### src/rtl/core/pct_pkg.sv
// Shared types and constants for the partitioned countdown timers.
// Used by pct_update and partitioned_countdown_timers; no dependencies.
`default_nettype none

package pct_pkg;

  localparam int MaxParts = 16;
  localparam int PartW    = 4;
  localparam int TimeW    = 31;
  localparam int RemW     = 32;
  localparam int CfgW     = 5;
  localparam int InDataW  = 72;   // 67 payload bits padded to bytes
  localparam int OutDataW = 104;  // 99 payload bits padded to bytes

  localparam logic [CfgW-1:0] PartsReset = CfgW'(1);
  localparam logic [CfgW-1:0] PartsMax   = CfgW'(MaxParts);

  typedef enum logic {
    KindCheck = 1'b0,
    KindSet   = 1'b1
  } kind_e;

  typedef logic [TimeW-1:0] time_t;

  // One timer entry as held in the entry memory.
  typedef struct packed {
    time_t                  base;
    time_t                  last;
    logic signed [RemW-1:0] left;
    logic                   armed;
  } entry_t;

  localparam int EntryW = $bits(entry_t);

  typedef struct packed {
    kind_e            kind;
    logic [PartW-1:0] part;
    time_t            now;
    logic             holding;
    time_t            deadline;
  } item_t;

  typedef struct packed {
    logic                   expired;
    logic                   ignored;
    logic                   run_time_valid;
    time_t                  run_time;
    logic                   state_time_valid;
    time_t                  state_time;
    logic                   remaining_valid;
    logic signed [RemW-1:0] remaining;
  } result_t;

endpackage : pct_pkg

`default_nettype wire

### src/rtl/core/pct_update.sv
// Next-entry and result logic for one timer transfer.
// Depends on pct_pkg.
`default_nettype none

module pct_update (
  input  pct_pkg::item_t   item_i,
  input  logic             in_range_i,
  input  pct_pkg::time_t   run_base_i,
  input  pct_pkg::entry_t  entry_i,
  output pct_pkg::entry_t  entry_o,
  output pct_pkg::result_t result_o
);
  import pct_pkg::*;

  logic [RemW-1:0] dt;
  logic [RemW:0]   cnt;
  logic [RemW-1:0] set_left;
  time_t           elapsed;
  logic            cnt_over;
  logic            cnt_done;

  // signed time step since last check
  assign dt       = {1'b0, item_i.now} - {1'b0, entry_i.last};
  assign cnt      = {entry_i.left[RemW-1], entry_i.left} - {dt[RemW-1], dt};
  assign cnt_over = !cnt[RemW] && cnt[RemW-1];
  assign cnt_done = cnt[RemW] || (cnt == '0);
  assign elapsed  = entry_i.last - entry_i.base;
  assign set_left = {1'b0, item_i.deadline} - {1'b0, elapsed};

  always_comb begin
    entry_o  = entry_i;
    result_o = '0;
    if (!in_range_i) begin
      result_o.ignored = 1'b1;
    end else begin
      unique case (item_i.kind)
        KindSet: begin
          result_o.remaining_valid = 1'b1;
          if (item_i.deadline == '0) begin
            entry_o.armed = 1'b0;
          end else begin
            entry_o.left       = set_left;
            entry_o.armed      = 1'b1;
            result_o.remaining = set_left;
          end
        end
        KindCheck: begin
          if (item_i.now != entry_i.last) begin
            result_o.run_time_valid = 1'b1;
            result_o.run_time       = item_i.now - run_base_i;
            entry_o.last            = item_i.now;
            if (item_i.holding) begin
              // freeze state time: base moves with the clock
              entry_o.base = entry_i.base + dt[TimeW-1:0];
            end else begin
              result_o.state_time_valid = 1'b1;
              result_o.state_time       = item_i.now - entry_i.base;
              if (entry_i.armed) begin
                priority if (cnt_done) begin
                  entry_o.left     = '0;
                  result_o.expired = 1'b1;
                end else if (cnt_over) begin
                  entry_o.left             = {1'b0, {(RemW-1){1'b1}}};
                  result_o.remaining_valid = 1'b1;
                  result_o.remaining       = {1'b0, {(RemW-1){1'b1}}};
                end else begin
                  entry_o.left             = cnt[RemW-1:0];
                  result_o.remaining_valid = 1'b1;
                  result_o.remaining       = cnt[RemW-1:0];
                end
              end
            end
          end
        end
        default: begin
          entry_o = entry_i;
        end
      endcase
    end
  end

endmodule : pct_update

`default_nettype wire

### src/rtl/core/partitioned_countdown_timers.sv
// Top level of the partitioned countdown timers: entry memory, control, ports.
// Depends on pct_pkg and pct_update.
`default_nettype none

// Up to sixteen countdown timers, one per partition, share a single entry
// memory holding base time, last-check time, time left and the armed flag.
// Each input transfer is either a time check (tuser = 0) or a new deadline
// (tuser = 1) for one partition. The entry is read into a register when the
// transfer is accepted and is updated and written back once the output
// register is free; no new item is accepted before that write-back, a limit
// set by the read-then-write-back of the single memory port. The result sits
// in an output register, so the next item is accepted while it waits; the
// update of that next item holds until the result has been taken. Exactly one
// result transfer follows every input transfer. Items for a partition at or
// above partitions_in_use (clamped to 16) leave all state alone and return
// only the ignored flag. The first in-range check starts the run: its time
// stamp becomes the run base and the base and last-check time of every
// partition then in use, applied lazily per entry through a flag bit. Entries
// never written read as zero through per-entry valid bits, so no clearing
// pass follows reset. The user must write partitions_in_use through cfg_we_i
// only while the block is idle; the block itself does not enforce this.
module partitioned_countdown_timers (
  input  logic                         clk_i,
  input  logic                         rst_ni,
  // configuration: partitions_in_use
  input  logic                         cfg_we_i,
  input  logic [pct_pkg::CfgW-1:0]     cfg_wdata_i,
  // input stream
  input  logic                         s_axis_tvalid,
  output logic                         s_axis_tready,
  // tdata, lsb up: partition[3:0], now[34:4], holding[35], deadline[66:36], zero pad
  input  logic [pct_pkg::InDataW-1:0]  s_axis_tdata,
  // tuser: kind (0 = check, 1 = set)
  input  logic                         s_axis_tuser,
  // result stream
  output logic                         m_axis_tvalid,
  input  logic                         m_axis_tready,
  // tdata, lsb up: expired[0], ignored[1], run_time_valid[2], run_time[33:3],
  // state_time_valid[34], state_time[65:35], remaining_valid[66],
  // remaining[98:67], zero pad
  output logic [pct_pkg::OutDataW-1:0] m_axis_tdata
);
  import pct_pkg::*;

  typedef enum logic [1:0] {
    StIdle = 2'b01,
    StExec = 2'b10
  } state_e;

  state_e            state_q, state_d;
  logic [CfgW-1:0]   parts_q;
  logic [CfgW-1:0]   parts_eff;
  logic              started_q;
  time_t             run_base_q;
  logic [MaxParts-1:0] vld_q;    // entry has been written
  logic [MaxParts-1:0] fresh_q;  // entry takes run base for base and last
  logic [MaxParts-1:0] fresh_d;
  item_t             item_q;
  item_t             in_item;
  logic [EntryW-1:0] mem [MaxParts];
  logic [EntryW-1:0] rdata_q;
  entry_t            entry_raw;
  entry_t            entry_res;
  entry_t            entry_new;
  result_t           res;
  logic              in_xfer;
  logic              exec;
  logic              in_range;
  logic              start_now;
  time_t             run_base_eff;
  logic              out_vld_q;
  result_t           out_q;

  // input unpacking
  assign in_item.kind     = kind_e'(s_axis_tuser);
  assign in_item.part     = s_axis_tdata[3:0];
  assign in_item.now      = s_axis_tdata[34:4];
  assign in_item.holding  = s_axis_tdata[35];
  assign in_item.deadline = s_axis_tdata[66:36];

  assign s_axis_tready = (state_q == StIdle);
  assign in_xfer       = s_axis_tvalid && s_axis_tready;
  assign exec          = (state_q == StExec) && (!out_vld_q || m_axis_tready);

  always_comb begin
    state_d = state_q;
    unique case (state_q)
      StIdle: if (in_xfer) state_d = StExec;
      StExec: if (exec) state_d = StIdle;
      default: state_d = StIdle;
    endcase
  end

  // partition range check against the clamped register
  assign parts_eff = (parts_q > PartsMax) ? PartsMax : parts_q;
  assign in_range  = {1'b0, item_q.part} < parts_eff;
  assign start_now = in_range && (item_q.kind == KindCheck) && !started_q;
  assign run_base_eff = start_now ? item_q.now : run_base_q;

  // resolve the entry: unwritten reads as zero, pending start overrides times
  assign entry_raw = vld_q[item_q.part] ? entry_t'(rdata_q) : '0;
  always_comb begin
    entry_res = entry_raw;
    if (start_now || fresh_q[item_q.part]) begin
      entry_res.base = run_base_eff;
      entry_res.last = run_base_eff;
    end
  end

  pct_update u_update (
    .item_i     (item_q),
    .in_range_i (in_range),
    .run_base_i (run_base_eff),
    .entry_i    (entry_res),
    .entry_o    (entry_new),
    .result_o   (res)
  );

  // pending start flags: set for every partition in use at run start;
  // write-back holds resolved times, so the entry's own flag is cleared
  always_comb begin
    fresh_d = fresh_q;
    if (exec && start_now) begin
      for (int i = 0; i < MaxParts; i++) begin
        if (CfgW'(i) < parts_eff) fresh_d[i] = 1'b1;
      end
    end
    if (exec && in_range) begin
      fresh_d[item_q.part] = 1'b0;
    end
  end

  // entry memory, registered read
  always_ff @(posedge clk_i) begin
    if (exec && in_range) begin
      mem[item_q.part] <= entry_new;
    end
    if (in_xfer) begin
      rdata_q <= mem[in_item.part];
    end
  end

  always_ff @(posedge clk_i) begin
    if (in_xfer) begin
      item_q <= in_item;
    end
    if (exec) begin
      out_q <= res;
    end
  end

  always_ff @(posedge clk_i or negedge rst_ni) begin
    if (!rst_ni) begin
      state_q    <= StIdle;
      parts_q    <= PartsReset;
      started_q  <= 1'b0;
      run_base_q <= '0;
      vld_q      <= '0;
      fresh_q    <= '0;
      out_vld_q  <= 1'b0;
    end else begin
      state_q <= state_d;
      fresh_q <= fresh_d;
      if (cfg_we_i) begin
        parts_q <= cfg_wdata_i;
      end
      if (exec) begin
        out_vld_q <= 1'b1;
      end else if (m_axis_tready) begin
        out_vld_q <= 1'b0;
      end
      if (exec && start_now) begin
        started_q  <= 1'b1;
        run_base_q <= item_q.now;
      end
      if (exec && in_range) begin
        vld_q[item_q.part] <= 1'b1;
      end
    end
  end

  assign m_axis_tvalid = out_vld_q;
  assign m_axis_tdata  = {
    {(OutDataW-99){1'b0}},
    out_q.remaining,
    out_q.remaining_valid,
    out_q.state_time,
    out_q.state_time_valid,
    out_q.run_time,
    out_q.run_time_valid,
    out_q.ignored,
    out_q.expired
  };

  // interlock: no back-to-back input transfers
  a_no_back_to_back: assert property (@(posedge clk_i) disable iff (!rst_ni)
    in_xfer |=> !s_axis_tready)
    else $error("input transfer accepted while an entry update is pending");

  // pending start flags exist only once the run has started
  a_fresh_after_start: assert property (@(posedge clk_i) disable iff (!rst_ni)
    (fresh_q != '0) |-> started_q)
    else $error("start flag set before run start");

  // run base is latched once
  a_run_base_fixed: assert property (@(posedge clk_i) disable iff (!rst_ni)
    ($past(started_q) && started_q) |-> $stable(run_base_q))
    else $error("run base changed after run start");

endmodule : partitioned_countdown_timers

`default_nettype wire

### config.mk
export PLATFORM = sky130hd
export DESIGN_NAME = partitioned_countdown_timers
export DESIGN_NICKNAME = d
export VERILOG_FILES = /design/src/rtl/core/pct_pkg.sv /design/src/rtl/core/pct_update.sv /design/src/rtl/core/partitioned_countdown_timers.sv
export SDC_FILE = /design/constraint.sdc
export NUM_CORES = 2
export LEC_CHECK = 0
export BUFFER_PORTS_ARGS = -buffer_cell sky130_fd_sc_hd__buf_4
export CELL_PAD_IN_SITES_DETAIL_PLACEMENT = 1
export CELL_PAD_IN_SITES_GLOBAL_PLACEMENT = 1
export CORE_MARGIN = 10
export CORE_UTILIZATION = 40
export DETAILED_ROUTE_END_ITERATION = 8
export PLACE_DENSITY = 0.66
export SKIP_CTS_REPAIR_TIMING = 1
export SLEW_MARGIN = 20
export SYNTH_ARGS = -nofsm -noshare
export SYNTH_HDL_FRONTEND = slang
export SYNTH_SLANG_ARGS = --single-unit
### constraint.sdc
create_clock -name clk_i -period 13.8 [get_ports clk_i]
set_input_delay 2.76 -clock clk_i [delete_from_list [all_inputs] [get_ports clk_i]]
set_output_delay 2.76 -clock clk_i [all_outputs]
set_load 0.005 [all_outputs]
==> results.ini <==
[power]
pwr-share-seq=0.435
intPower_mw=10.8
power.switching_mw=4.81
p_leak_nw=32.6
ir_worst_vdd_v=0.000147
p_sw_frac=0.307
power_density_nw_per_um2=165
pwr-share-comb=0.235
pwr-share-clk=0.330

[layout]
register_area_um2=55300
nFillCells=20000
mostFrequentLayoutCells=1,782 x edfxtp_1, 485 x mux4_2, 312 x buf_4
nNetsFinal=5620
multi_input_area_um2=26600
synthToLayoutAreaGrowth_pct=13.9
final_area_um2=94600
final_common_cell=edfxtp_1
drive_above_1_share=0.226
layoutNonFillerInstCount=8215

[yosys]
synth-edff-count=1782
async_flop_share=0.0388
synth_top_cell_area_share=0.644
synth_top_cells_by_area=edfxtp_1 64%, mux4_2 13%, ha_1 2.8%
ys_types=86
syn_inst=5072
ys_ff_latch=1854
ys_warn_count=0
syn_area_per_cell_um2=16.4
synth_area_um2=83100
yosysTopAreaCell=edfxtp_1
ys.flop_type=edfxtp_1
yosysSeqAreaShare=0.666

[placement]
gp_congestion=0.904
dpl.cell_count=7866
dp_slack_ns=2.38
dpl.hpwl_um=164000
postPlaceCellArea_um2=88200
port-buffer-count=178

[timing]
hold_violations=0
timing_worst_slew_pin_value_ns=1.23
max_freq_mhz=88.9
rsz0062_at_grt=false
fin_worst_skew_ns=0.0544
finalCriticalPeriod_ns=11.24
max_slew_margin=0.172
period_share=0.815
fin_tns_setup_ns=0
whs_ns=0.465
setup_viol=0
finalWorstSetupSlack_ns=2.56
slew_violations=0

[setup_path]
max_stage_delay_ns=1.07
cp-end-kind=register
cp.required_ns=14.20
critPathKind=register to register
cp_max_fo=19
cp_slowest_cell=edfxtp_1
rr_startpoint=item_q[65]
cp_common_cell=a21oi_1
arrival_ns=11.65
startpoint=item_q[65]
critPathLaunchType=register

[detailed_routing]
vias=49000
drtPass1Iterations=5
detail-route-antenna-nets=0
drt_iter0_drc=4861
drc=0
viasPerCell=5.97
wl_per_cell_um=31.1
totalWireLength_um=255000

[hold_path]
hp-start=vld_q[8]
hp-class=register to register

[floorplan]
die_x_um=476
start_util=0.402
die_height_um=476
dieArea_um2=226000
io_pins=189
num_rows=167
core_area_um2=207000

[clocking]
path_clk_slew_ns=0.06
root_buffer=clkbuf_16
cts_tree=built
clock_sinks=1854
numCtsBuffers=186
cts_max_path_buffers=3
htreeDepth=4
insertion_delay_ns=0.88

[global_route]
grt_max_degree=120
grt_pass1_vias=50500
track_usage=0.222
antenna_found_initial=3
overflow=0
grt_first_pass_wirelength_um=366000

[flow_run]
drv_cap=0

[status]
status=completed

==> final cells by class <==
type | count | area share
antenna | 1 | 0.0000264
clock buffer | 227 | 0.0516
clock inverter | 121 | 0.0144
inverter | 176 | 0.00698
multi-input combinational | 2813 | 0.281
sequential | 1854 | 0.585
tap | 2704 | 0.0357
timing repair buffer | 319 | 0.0259
==> sequential cells by signal (all words and copies together) (netlist names) <==
signal / flops
mem: 1520
parts_q: 5
fresh_q: 16
state_q: 2
item_q: 68
run_base_q: 31
vld_q: 16
m_axis_tvalid: 1
rdata_q: 95
started_q: 1
m_axis_tdata: 99
==> cell families (layout without fill, tap and decap cells) <==
group / after synthesis / after routing / share of synthesized area
xor+xnor: 193 / 193 / 0.0203
compound gates: 931 / 931 / 0.0715
buf+inv: 409 / 843 / 0.0189
simple gates: 936 / 936 / 0.0540
other cells: 1 / 6 / 0.0000451
fa+ha+maj: 198 / 198 / 0.0298
mux: 550 / 550 / 0.140
flops: 1854 / 1854 / 0.666
==> metal layers <==
metal | vias up | track usage | wire (um)
met5 | - | 0 | 0
met4 | 0 | 0.0926 | 11500
met3 | 413 | 0.0285 | 14600
met2 | 1721 | 0.364 | 123000
met1 | 26100 | 0.299 | 106000
li1 | 20800 | - | -
==> metrics by stage <==
step            util  power [mW]
2_1_floorplan      -        9.20
3_3_place_gp   0.427        10.4
3_5_place_dp   0.427        10.6
4_1_cts        0.457        15.7
5_1_grt        0.457        16.3
6_report       0.457        15.7
==> Yosys cell counts, drive strengths merged (30+ instances only) <==
| library cell | count |
|---|---|
| nor2 | 290 |
| and2 | 48 |
| xnor2 | 123 |
| nand3 | 46 |
| dfrtp | 70 |
| edfxtp | 1782 |
| inv | 175 |
| o21ai | 183 |
| xor2 | 70 |
| buf | 57 |
| ha | 183 |
| nand4 | 30 |
| mux4 | 485 |
| a21o | 90 |
| nor3 | 56 |
| a31oi | 32 |
| nand2 | 242 |
| nor2b | 45 |
| nand2b | 50 |
| or2 | 30 |
| mux2 | 41 |
| clkbuf | 176 |
| a21oi | 317 |
==> worst max-delay path: cells and delay by family, from the launching register on <==
kind            cells  cell delay (ns)
compound gates     18             4.79
simple gates        5             1.69
mux                 2             1.40
flops               1             1.07
fa+ha+maj           2             0.76
buf+inv             4             0.61
xor+xnor            2             0.44
==> final timing paths <==
path,slack (ns),endpoint,depth (start not counted)
setup / recovery,2.56,mem[12][12],33
hold / removal,0.46,vld_q[8],1
setup reg to reg,2.56,mem[12][12],33
hold reg to reg,0.46,vld_q[8],1
max in group asynchronous,10.71,fresh_q[5],2
min in group asynchronous,1.79,state_q[1],1
==> power groups by stage <==
| stage | Clock [mW] | Sequential, mW | Combinational, mW |
|---|---|---|---|
| global placement | 0 | 6.92 | 3.52 |
| detailed placement | 0 | 6.93 | 3.62 |
| finish | 5.16 | 6.81 | 3.68 |
| CTS | 5.26 | 6.81 | 3.65 |
| global route | 5.48 | 6.81 | 3.99 |
| floorplan | 0 | 6.87 | 2.33 |
(Power assumes the default switching activity.)
